[src/rtl/threefish256_counter_rng_unit_defines.svh]
// Assertion helpers used by the RTL queue.
`ifndef THREEFISH256_COUNTER_RNG_UNIT_DEFINES_SVH
`define THREEFISH256_COUNTER_RNG_UNIT_DEFINES_SVH

// Overlapping implication, checked outside reset.
`define TF_ASSERT_IMP(label, clk, rst_n, ante, cons, msg) \
  label: assert property (@(posedge clk) disable iff (!rst_n) (ante) |-> (cons)) \
    else $error(msg);

// Next-cycle implication, checked outside reset.
`define TF_ASSERT_NXT(label, clk, rst_n, ante, cons, msg) \
  label: assert property (@(posedge clk) disable iff (!rst_n) (ante) |=> (cons)) \
    else $error(msg);

`endif

[src/rtl/tf256_pkg.sv]
package tf256_pkg;

  localparam int unsigned QueueDepth = 4;
  localparam int unsigned Rounds     = 20;
  localparam int unsigned KeyCount   = 4;
  localparam int unsigned CfgIdxW    = 3;

  localparam logic [63:0] KeyParity = 64'h1BD11BDAA9FC1A22;
  localparam logic [63:0] ResetKey0 = 64'hDEADBEEFDEADBEEF;

  typedef enum logic [1:0] {
    OP_GEN  = 2'd0,
    OP_SKIP = 2'd1,
    OP_LOAD = 2'd2
  } opcode_t;

  typedef logic [3:0][63:0] blk_t;

  typedef struct packed {
    blk_t       ctr;
    logic [2:0] slot;
  } req_t;

  typedef struct packed {
    logic               we;
    logic [CfgIdxW-1:0] index;
    logic [63:0]        data;
  } cfg_wr_t;

  function automatic logic [5:0] rot_amt(int unsigned d, int unsigned j);
    logic [5:0] a0;
    logic [5:0] a1;
    case (d % 8)
      0: begin a0 = 6'd14; a1 = 6'd16; end
      1: begin a0 = 6'd52; a1 = 6'd57; end
      2: begin a0 = 6'd23; a1 = 6'd40; end
      3: begin a0 = 6'd5;  a1 = 6'd37; end
      4: begin a0 = 6'd25; a1 = 6'd33; end
      5: begin a0 = 6'd46; a1 = 6'd12; end
      6: begin a0 = 6'd58; a1 = 6'd22; end
      default: begin a0 = 6'd32; a1 = 6'd32; end
    endcase
    return (j == 0) ? a0 : a1;
  endfunction

  // Rotation amounts are never zero.
  function automatic logic [63:0] rotl(logic [63:0] x, logic [5:0] r);
    return (x << r) | (x >> (7'd64 - {1'b0, r}));
  endfunction

  function automatic blk_t inject(blk_t b, blk_t sk, int unsigned s);
    blk_t o;
    for (int i = 0; i < 4; i++) o[i] = b[i] + sk[i];
    o[3] = o[3] + 64'(s);
    return o;
  endfunction

  function automatic blk_t mix_round(blk_t b, int unsigned d);
    blk_t o;
    o = b;
    if ((d % 2) == 0) begin
      o[0] = b[0] + b[1];
      o[1] = rotl(b[1], rot_amt(d, 0)) ^ o[0];
      o[2] = b[2] + b[3];
      o[3] = rotl(b[3], rot_amt(d, 1)) ^ o[2];
    end else begin
      o[0] = b[0] + b[3];
      o[3] = rotl(b[3], rot_amt(d, 0)) ^ o[0];
      o[2] = b[2] + b[1];
      o[1] = rotl(b[1], rot_amt(d, 1)) ^ o[2];
    end
    return o;
  endfunction

endpackage

[src/rtl/tf256_queue.sv]
`include "threefish256_counter_rng_unit_defines.svh"

module tf256_queue #(
  parameter int unsigned DEPTH = tf256_pkg::QueueDepth
) (
  input  logic             clk,
  input  logic             rst_n,
  input  logic             push,
  input  tf256_pkg::req_t  push_req,
  output logic             full,
  input  logic             pop,
  output logic             head_valid,
  output tf256_pkg::req_t  head_req
);
  import tf256_pkg::*;

  localparam int unsigned PtrW = (DEPTH > 1) ? $clog2(DEPTH) : 1;
  localparam int unsigned CntW = $clog2(DEPTH + 1);

  req_t            mem_r [DEPTH];
  logic [PtrW-1:0] wr_ptr_r, rd_ptr_r;
  logic [CntW-1:0] cnt_r;

  assign full       = (cnt_r == CntW'(DEPTH));
  assign head_valid = (cnt_r != '0);
  assign head_req   = mem_r[rd_ptr_r];

  always_ff @(posedge clk) begin
    if (push) mem_r[wr_ptr_r] <= push_req;
  end

  always_ff @(posedge clk) begin
    if (!rst_n) begin
      wr_ptr_r <= '0;
      rd_ptr_r <= '0;
      cnt_r <= '0;
    end else begin
      if (push) wr_ptr_r <= (wr_ptr_r == PtrW'(DEPTH - 1)) ? '0 : wr_ptr_r + 1'b1;
      if (pop)  rd_ptr_r <= (rd_ptr_r == PtrW'(DEPTH - 1)) ? '0 : rd_ptr_r + 1'b1;
      if (push && !pop) cnt_r <= cnt_r + 1'b1;
      else if (pop && !push) cnt_r <= cnt_r - 1'b1;
    end
  end

  `TF_ASSERT_IMP(a_cnt_bound, clk, rst_n, 1'b1, cnt_r <= CntW'(DEPTH), "queue overfilled")
  `TF_ASSERT_IMP(a_pop_nonempty, clk, rst_n, pop, cnt_r != '0, "pop from empty queue")
  `TF_ASSERT_NXT(a_push_count, clk, rst_n, push && !pop, cnt_r == $past(cnt_r) + 1'b1,
                 "queue count did not grow")

endmodule

[config.mk]
export PLATFORM = sky130hd
export DESIGN_NAME = tf256_queue
export DESIGN_NICKNAME = d
export VERILOG_FILES = /design/src/rtl/tf256_pkg.sv /design/src/rtl/tf256_queue.sv
export VERILOG_INCLUDE_DIRS = /design/src /design/src/rtl
export SDC_FILE = /design/constraint.sdc
export NUM_CORES = 1
export LEC_CHECK = 0
export BUFFER_PORTS_ARGS = -buffer_cell sky130_fd_sc_hd__clkbuf_2
export CORE_MARGIN = 2
export CORE_UTILIZATION = 45
export CTS_BUF_LIST = sky130_fd_sc_hd__clkbuf_4 sky130_fd_sc_hd__clkbuf_8
export CTS_CLUSTER_DIAMETER = 40
export DETAILED_ROUTE_END_ITERATION = 8
export PLACE_DENSITY = 0.64
export SETUP_SLACK_MARGIN = 0.02
export SLEW_MARGIN = 40
export SYNTH_ARGS = -nofsm -noshare
export SYNTH_HDL_FRONTEND = slang
export SYNTH_SLANG_ARGS = --single-unit
[constraint.sdc]
create_clock -name clk -period 10.15 [get_ports clk]
set_input_delay 1.015 -clock clk [delete_from_list [all_inputs] [get_ports clk]]
set_output_delay 1.015 -clock clk [all_outputs]
set_load 0.1 [all_outputs]
==> results.py, run 1 <==
metrics = {
    "pwr": {
        "vdd_ir_drop_max_mv": 0.1511,
        "portion_of_total_power_attributed_to_combinational_logic": 0.170,
        "static-leakage-power_uw": 0.01529,
        "power_report.internal_total_uw": 7294,
        "clockPowerShare": 0.345,
        "power_frac_seq": 0.485,
        "swShare": 0.2922,
        "p_sw_uw": 3011,
        "power_density_nw_per_um2": 227.8,
    },
    "synthesis": {
        "postSynthNetCount": 1667,
        "synth.area.mux_share": 0.1552,
        "synth_simple_gate_area_share": 0.002414,
        "seq_area_frac_synth": 0.8269,
        "synth_xor_area_frac": 0.0004629,
        "syn-mean-instance-area_um2": 27.09,
        "synthDistinctLibCells": 21,
        "netlist_instances": 1397,
        "syn-cell-area_um2": 37840,
        "yosysWarnings": 0,
        "yosys.area_share.adder": 0.002513,
        "ys_ff_latch": 1045,
        "synth_compound_gate_area_share": 0.0005290,
        "synth_top_family_by_area": "multiplexers",
    },
    "floorplanning": {
        "die-height_um": 294.0,
        "top_level_ports": 524,
        "core_area_um2": 83420,
        "die-width_um": 294.0,
        "core.rowCount": 106,
        "start_util": 0.4536,
        "floorplan.die_area_um2": 86430,
    },
    "placed_design": {
        "numPortBuffers": 523,
        "dp_worst_setup_slack_ns": 5.934,
        "routabilityCongestion": 0.7479,
        "detailed_place_hpwl_mm": 45.47,
        "placed_cells": 2968,
    },
    "timing": {
        "final_min_period_over_clock_period": 0.4898,
        "grt_setup_unrepaired": "no",
        "slew_viol_final": 0,
        "slew_headroom": 0.4849,
        "totalNegativeSetupSlack_ns": 0,
        "skew_ns": 0.01951,
        "final_hold_violations": 0,
        "hold-worst-slack_ns": 0.4457,
        "max_slew.worst_pin.slew_ns": 0.7726,
        "timing.fmax_mhz": 201.2,
        "setup_violations": 0,
        "period_minus_slack_ns": 4.971,
        "final.setup.worst_slack_ns": 5.179,
    },
    "run": {
        "drv_cap": 0,
    },
    "hold_path": {
        "hold-path-cell-count": 1,
        "hold_path.class": "input port to flip-flop",
        "worst_hold_path.endpoint": "mem_r[2][200]",
        "min-delay-start": "push_req[200]",
    },
    "grt": {
        "grt.total_usage": 0.1730,
        "grt_max_degree": 93,
        "antenna_found_initial": 17,
        "number_of_global_route_vias_before_repair": 18370,
        "first_pass_grt_wire_length_mm": 111.3,
        "grt_overflow": 0,
    },
    "critical_path": {
        "worst_path_max_delay_cell": "sky130_fd_sc_hd__dfxtp_4",
        "critical_path.endpoint_type": "primary output",
        "worst_path_largest_cell_delay_ns": 0.64,
        "worstSetupPathType": "flip-flop to primary output",
        "worst_path_buf_inv": 4,
        "reg2reg_from": "wr_ptr_r[0]",
        "flop_to_flop_setup_slack_ns": 7.14,
        "critical_path.startpoint_type": "flip-flop",
        "crit_fanout": 61,
        "critical_path.top_delay_family": "buffers and inverters",
        "r2r_end": "mem_r[2][46]",
        "crit_chain": "buf_6 -> buf_12 -> buf_16 -> mux4_2 -> clkbuf_2",
        "worstPathArrival_ns": 3.96,
        "worst-endpoint-required_ns": 9.14,
        "ff2ff_path_depth": 5,
    },
    "cells_and_area": {
        "nets": 2328,
        "layout-area-overhead-vs-synth_pct": 19.53,
        "instances_no_fill": 3272,
        "post_route_cells_drive_above_1_share": 0.4927,
    },
    "cts": {
        "post_cts.repair.setup_buffers": 0,
        "clk_latency_ns": 0.79,
        "cts-htree-levels": 4,
        "cts_tree": "yes",
        "tritoncts.num_buffers": 167,
        "cts_hold_buf": 0,
        "clock_transition_at_path_regs_ns": 0.06,
        "clk_root_buffer_cell": "sky130_fd_sc_hd__clkbuf_8",
        "clock_tree.buffer_depth": 3,
        "cts.sink_count": 1045,
        "cts_resized": 0,
    },
    "route": {
        "detail_route.iter0.violations": 1017,
        "wirelength_mm": 75.03,
        "drt_drc_violations_left": 0,
        "vias_per_cell": 5.236,
        "drt-pass1-iter-count": 5,
        "routed_wire_length_per_instance_um": 22.93,
        "vias": 17130,
        "antenna_left": 0,
    },
    "run_status": {
        "run_status": "completed",
    },
}
-- registers in the layout, summed over array words and instances, names as in the netlist, named ones only --
name / flops
wr_ptr_r: 2
rd_ptr_r: 2
mem_r: 1036
cnt_r: 3
-- metrics by stage --
stage	instance area [um^2]	power (uW)	utilization
finish	45230	10300	0.5422
detailed placement	41850	6855	0.5016
CTS	45180	10440	0.5416
global placement	41600	6825	0.4987
global route	45220	10670	0.5421
floorplan	37840	6550	-
-- synthesized netlist by cell type --
| cell type | n | area, um^2 |
|---|---|---|
| sky130_fd_sc_hd__or3_1 | 2 | 12.51 |
| sky130_fd_sc_hd__o21ai_0 | 1 | 5.000 |
| sky130_fd_sc_hd__buf_2 | 27 | 135.1 |
| sky130_fd_sc_hd__buf_6 | 25 | 281.5 |
| sky130_fd_sc_hd__mux2i_1 | 4 | 40.04 |
| sky130_fd_sc_hd__nor3b_1 | 1 | 7.510 |
| sky130_fd_sc_hd__ha_1 | 6 | 75.07 |
| sky130_fd_sc_hd__xnor2_1 | 1 | 8.760 |
| sky130_fd_sc_hd__o21a_1 | 1 | 7.510 |
| sky130_fd_sc_hd__a21boi_0 | 1 | 7.510 |
| sky130_fd_sc_hd__clkbuf_1 | 6 | 22.52 |
| sky130_fd_sc_hd__nor2_1 | 1 | 3.750 |
| sky130_fd_sc_hd__fa_1 | 1 | 20.02 |
| sky130_fd_sc_hd__xor2_1 | 1 | 8.760 |
| sky130_fd_sc_hd__inv_1 | 4 | 15.01 |
| sky130_fd_sc_hd__edfxtp_1 | 1036 | 31110 |
| sky130_fd_sc_hd__nor3_1 | 1 | 5.000 |
| sky130_fd_sc_hd__dfxtp_1 | 9 | 180.2 |
| sky130_fd_sc_hd__nor2b_1 | 5 | 31.28 |
| sky130_fd_sc_hd__mux4_2 | 259 | 5833 |
| sky130_fd_sc_hd__and2_1 | 5 | 31.28 |
-- kinds of logic (layout without fill, tap and decap cells) --
| logic type | count (synthesis) | after routing |
|---|---|---|
| flops | 1045 | 1045 |
| simple gates | 15 | 15 |
| xor+xnor | 2 | 2 |
| buf+inv | 62 | 849 |
| other cells | 0 | 8 |
| fa+ha+maj | 7 | 7 |
| mux | 263 | 263 |
| compound gates | 3 | 3 |
-- placed cells by master, fill, tap and decap left out, types with 2 or more instances in the layout --
master                       count
sky130_fd_sc_hd__and2_4          4
sky130_fd_sc_hd__buf_12          7
sky130_fd_sc_hd__buf_16          8
sky130_fd_sc_hd__buf_4           2
sky130_fd_sc_hd__buf_6          10
sky130_fd_sc_hd__bufinv_16       9
sky130_fd_sc_hd__clkbuf_2      523
sky130_fd_sc_hd__clkbuf_4       56
sky130_fd_sc_hd__clkbuf_8      171
sky130_fd_sc_hd__clkinv_1       34
sky130_fd_sc_hd__clkinv_2       16
sky130_fd_sc_hd__clkinvlp_4      5
sky130_fd_sc_hd__dfxtp_1         7
sky130_fd_sc_hd__dfxtp_4         2
sky130_fd_sc_hd__diode_2         8
sky130_fd_sc_hd__edfxtp_1     1036
sky130_fd_sc_hd__ha_1            6
sky130_fd_sc_hd__inv_1           4
sky130_fd_sc_hd__inv_6           2
sky130_fd_sc_hd__mux2i_1         4
sky130_fd_sc_hd__mux4_2        259
sky130_fd_sc_hd__nor2b_1         5
sky130_fd_sc_hd__or3_1           2
-- power by group through the flow --
stage	Sequential (uW)	Clock (uW)	Combinational, uW
floorplan	5120	0	1430
global placement	5090	0	1740
detailed placement	5090	0	1770
CTS	5000	3670	1770
global route	5010	3850	1810
finish	5000	3560	1750
-- routing by layer --
metal | track usage | part of all wire
met1 | 0.2058 | 0.37
met2 | 0.2808 | 0.51
met3 | 0.07568 | 0.099
met4 | 0.06172 | 0.019
met5 | 0 | 0.0017
-- how the worst max path moves through the flow --
stage	start	end	slack, ns	cells past startpoint
after floorplan	push	mem_r[0][0]	2.63	1
after global placement	flip-flop	head_req[216]	5.70	4
after detailed placement	flip-flop	head_req[211]	5.93	4
after CTS	flip-flop	head_req[211]	5.01	4
after global routing	flip-flop	head_req[183]	4.79	5
final	flip-flop	head_req[134]	5.18	5
-- layout make-up --
cell class	count	area, um^2
antenna	8	20.02
clock buffer	227	2774
clock inverter	68	560.5
fill	6263	38190
inverter	4	15.01
multi-input combinational	290	6107
sequential	1045	31300
tap	1080	1351
timing repair buffer	550	3105
(Power assumes the default switching activity.)
==> inputs of run 2 (changes only) <==
==> constraint.sdc (replaced) <==
create_clock -name clk -period 5.15 [get_ports clk]
set_input_delay 0.515 -clock clk [delete_from_list [all_inputs] [get_ports clk]]
set_output_delay 0.515 -clock clk [all_outputs]
set_load 0.1 [all_outputs]
==> run 2 against run 1 <==
Effect of this change:
- final cell count is 8.7% higher
- critical path depth is 1 lower
- core utilization is 3.2 points higher
- clock skew is 0.013 ns higher
- non-clock buffer count is 273 higher
- clock-buffer cell count is 12 lower
- largest power group unchanged
- highest routed layer unchanged
- power is 98% higher
- critical endpoint is now head_req[83]
- largest cell class unchanged
==> results.py, run 2 (synthesis results as in run 1) <==
metrics = {
    "floorplanning": {
        "die-width_um": 294.0,
        "core.rowCount": 106,
        "core_area_um2": 83420,
        "floorplan.die_area_um2": 86430,
        "start_util": 0.4536,
        "top_level_ports": 524,
        "die-height_um": 294.0,
    },
    "timing": {
        "skew_ns": 0.03293,
        "period_minus_slack_ns": 3.565,
        "hold-worst-slack_ns": 0.1215,
        "final_hold_violations": 0,
        "slew_headroom": 0.5093,
        "setup_violations": 0,
        "max_slew.worst_pin.slew_ns": 0.7392,
        "timing.fmax_mhz": 280.5,
        "slew_viol_final": 0,
        "totalNegativeSetupSlack_ns": 0,
        "grt_setup_unrepaired": "no",
        "final_min_period_over_clock_period": 0.6922,
    },
    "cells_and_area": {
        "top_register": "mem_r",
        "largest_reg_flops": 1036,
        "final_core_util": 0.5740,
        "nets": 2602,
        "final_common_cell": "sky130_fd_sc_hd__edfxtp_1",
        "post_route_cells_drive_above_1_share": 0.4405,
        "layout-area-overhead-vs-synth_pct": 26.54,
        "fin_area_um2": 47880,
        "instances_no_fill": 3558,
        "layout.cells.most_common_list": "sky130_fd_sc_hd__edfxtp_1, sky130_fd_sc_hd__clkbuf_2, sky130_fd_sc_hd__dlygate4sd3_1, sky130_fd_sc_hd__mux4_2, sky130_fd_sc_hd__clkbuf_8",
        "top_regs": "mem_r x1036, cnt_r x3",
    },
    "pwr": {
        "portion_of_total_power_attributed_to_combinational_logic": 0.179,
        "power_density_nw_per_um2": 426.6,
        "p_sw_uw": 6085,
        "static-leakage-power_uw": 0.01640,
        "power_frac_seq": 0.482,
        "vdd_ir_drop_max_mv": 0.3423,
        "power_report.internal_total_uw": 14340,
        "clockPowerShare": 0.339,
        "swShare": 0.2979,
    },
    "grt": {
        "grt_max_degree": 85,
        "antenna_found_initial": 15,
        "grt.total_usage": 0.1834,
        "first_pass_grt_wire_length_mm": 118.5,
        "grt_overflow": 0,
        "number_of_global_route_vias_before_repair": 19990,
    },
    "critical_path": {
        "critical_path.startpoint_type": "flip-flop",
        "critical_path.endpoint_type": "primary output",
        "worstPathArrival_ns": 3.05,
        "critical-path-top-cell-by-count": "sky130_fd_sc_hd__buf_12",
        "worst-endpoint-required_ns": 4.64,
        "worst_path_max_delay_cell": "sky130_fd_sc_hd__dfxtp_4",
        "crit_chain": "buf_12 -> buf_12 -> mux4_2 -> clkbuf_2",
        "worst_path_largest_cell_delay_ns": 0.67,
        "worstSetupPathType": "flip-flop to primary output",
        "crit_fanout": 58,
        "worst_path_buf_inv": 3,
        "critical_path.top_delay_family": "buffers and inverters",
    },
    "route": {
        "routed_wire_length_per_instance_um": 22.14,
        "antenna_left": 0,
        "vias": 18380,
        "drt_drc_violations_left": 0,
        "route.top_layer_used": "met5",
        "met2WireLength_mm": 40.14,
        "met1Wirelength_mm": 29.81,
        "vias_per_cell": 5.166,
        "detailed_route_wirelength_on_metal3_mm": 6.940,
        "wirelength_mm": 78.78,
        "detail_route.iter0.violations": 915,
        "drt-pass1-iter-count": 5,
    },
    "placed_design": {
        "routabilityCongestion": 0.7490,
        "place_area_um2": 41900,
        "placed_cells": 2979,
        "detailed_place_hpwl_mm": 48.01,
        "numPortBuffers": 523,
    },
    "hold_path": {
        "hold_path.class": "input port to flip-flop",
    },
    "cts": {
        "tritoncts.num_buffers": 168,
        "cts.sink_count": 1045,
        "clk_root_buffer_cell": "sky130_fd_sc_hd__clkbuf_8",
        "clk_latency_ns": 0.82,
        "cts-htree-levels": 4,
        "clock_transition_at_path_regs_ns": 0.06,
        "cts_tree": "yes",
        "clock_tree.buffer_depth": 3,
    },
    "run_status": {
        "run_status": "completed",
    },
    "run": {
        "drv_cap": 0,
    },
}
==> run 2: changes by cell type in the layout (fill, tap and decap cells not counted), sizes merged, moves of 7 or more <==
| cell | change |
|---|---|
| buf | +11 |
| clkbuf | -12 |
| clkinv | +17 |
| diode | +7 |
| dlygate4sd3 | +262 |
==> run 2: metal layers <==
layer	GRT usage	vias up
met5	0	-
met4	0.07018	4
met3	0.06722	137
met2	0.2996	647
met1	0.2237	9558
li1	-	8034
==> run 2: area by class of cell <==
cell class                      count  area [um^2]
Timing Repair Buffer              823         5776
Sequential cell                  1045        31300
Clock buffer                      215         2671
Inverter                            4        15.01
Antenna cell                       15        37.54
Tap cell                         1080         1351
Clock inverter                     86        629.4
Multi-Input combinational cell    290         6107
Fill cell                        6047        35540
==> run 2: worst paths after layout <==
kind	start	end	slack (ns)	depth (start not counted)
setup / recovery	flip-flop	head_req[83]	1.59	4
hold / removal	push	wr_ptr_r[0]	0.12	3
setup reg to reg	wr_ptr_r[0]	mem_r[3][89]	2.95	3
hold reg to reg	cnt_r[2]	cnt_r[2]	0.51	2
==> run 2: worst register-to-register path, stage by stage, from the launching register on <==
cell and delay (ns):
sky130_fd_sc_hd__dfxtp_1 0.40, sky130_fd_sc_hd__ha_1 0.20, sky130_fd_sc_hd__and2_4 0.56, sky130_fd_sc_hd__buf_4 0.61
==> run 2: per-stage QoR <==
stage / total power, uW / setup WS [ns]
2_1_floorplan: 12860 / 0.9878
3_3_place_gp: 13470 / 2.106
3_5_place_dp: 13530 / 2.327
4_1_cts: 20670 / 1.407
5_1_grt: 21140 / 1.372
6_report: 20430 / 1.585
==> run 2: what timing repair did <==
item | 4_1_cts | 5_1_grt
resized for setup | 0 | 0
buffers inserted | 0 | 0
hold buffers | 262 | 0
hold endpoints to repair | 1045 | 0
==> run 2: power by group through the flow <==
stage               Sequential [uW]  Clock, uW  Combinational, uW
global placement              10000          0               3450
finish                         9850       6930               3650
detailed placement            10000          0               3500
floorplan                     10000          0               2820
CTS                            9850       7130               3690
global route                   9870       7480               3780
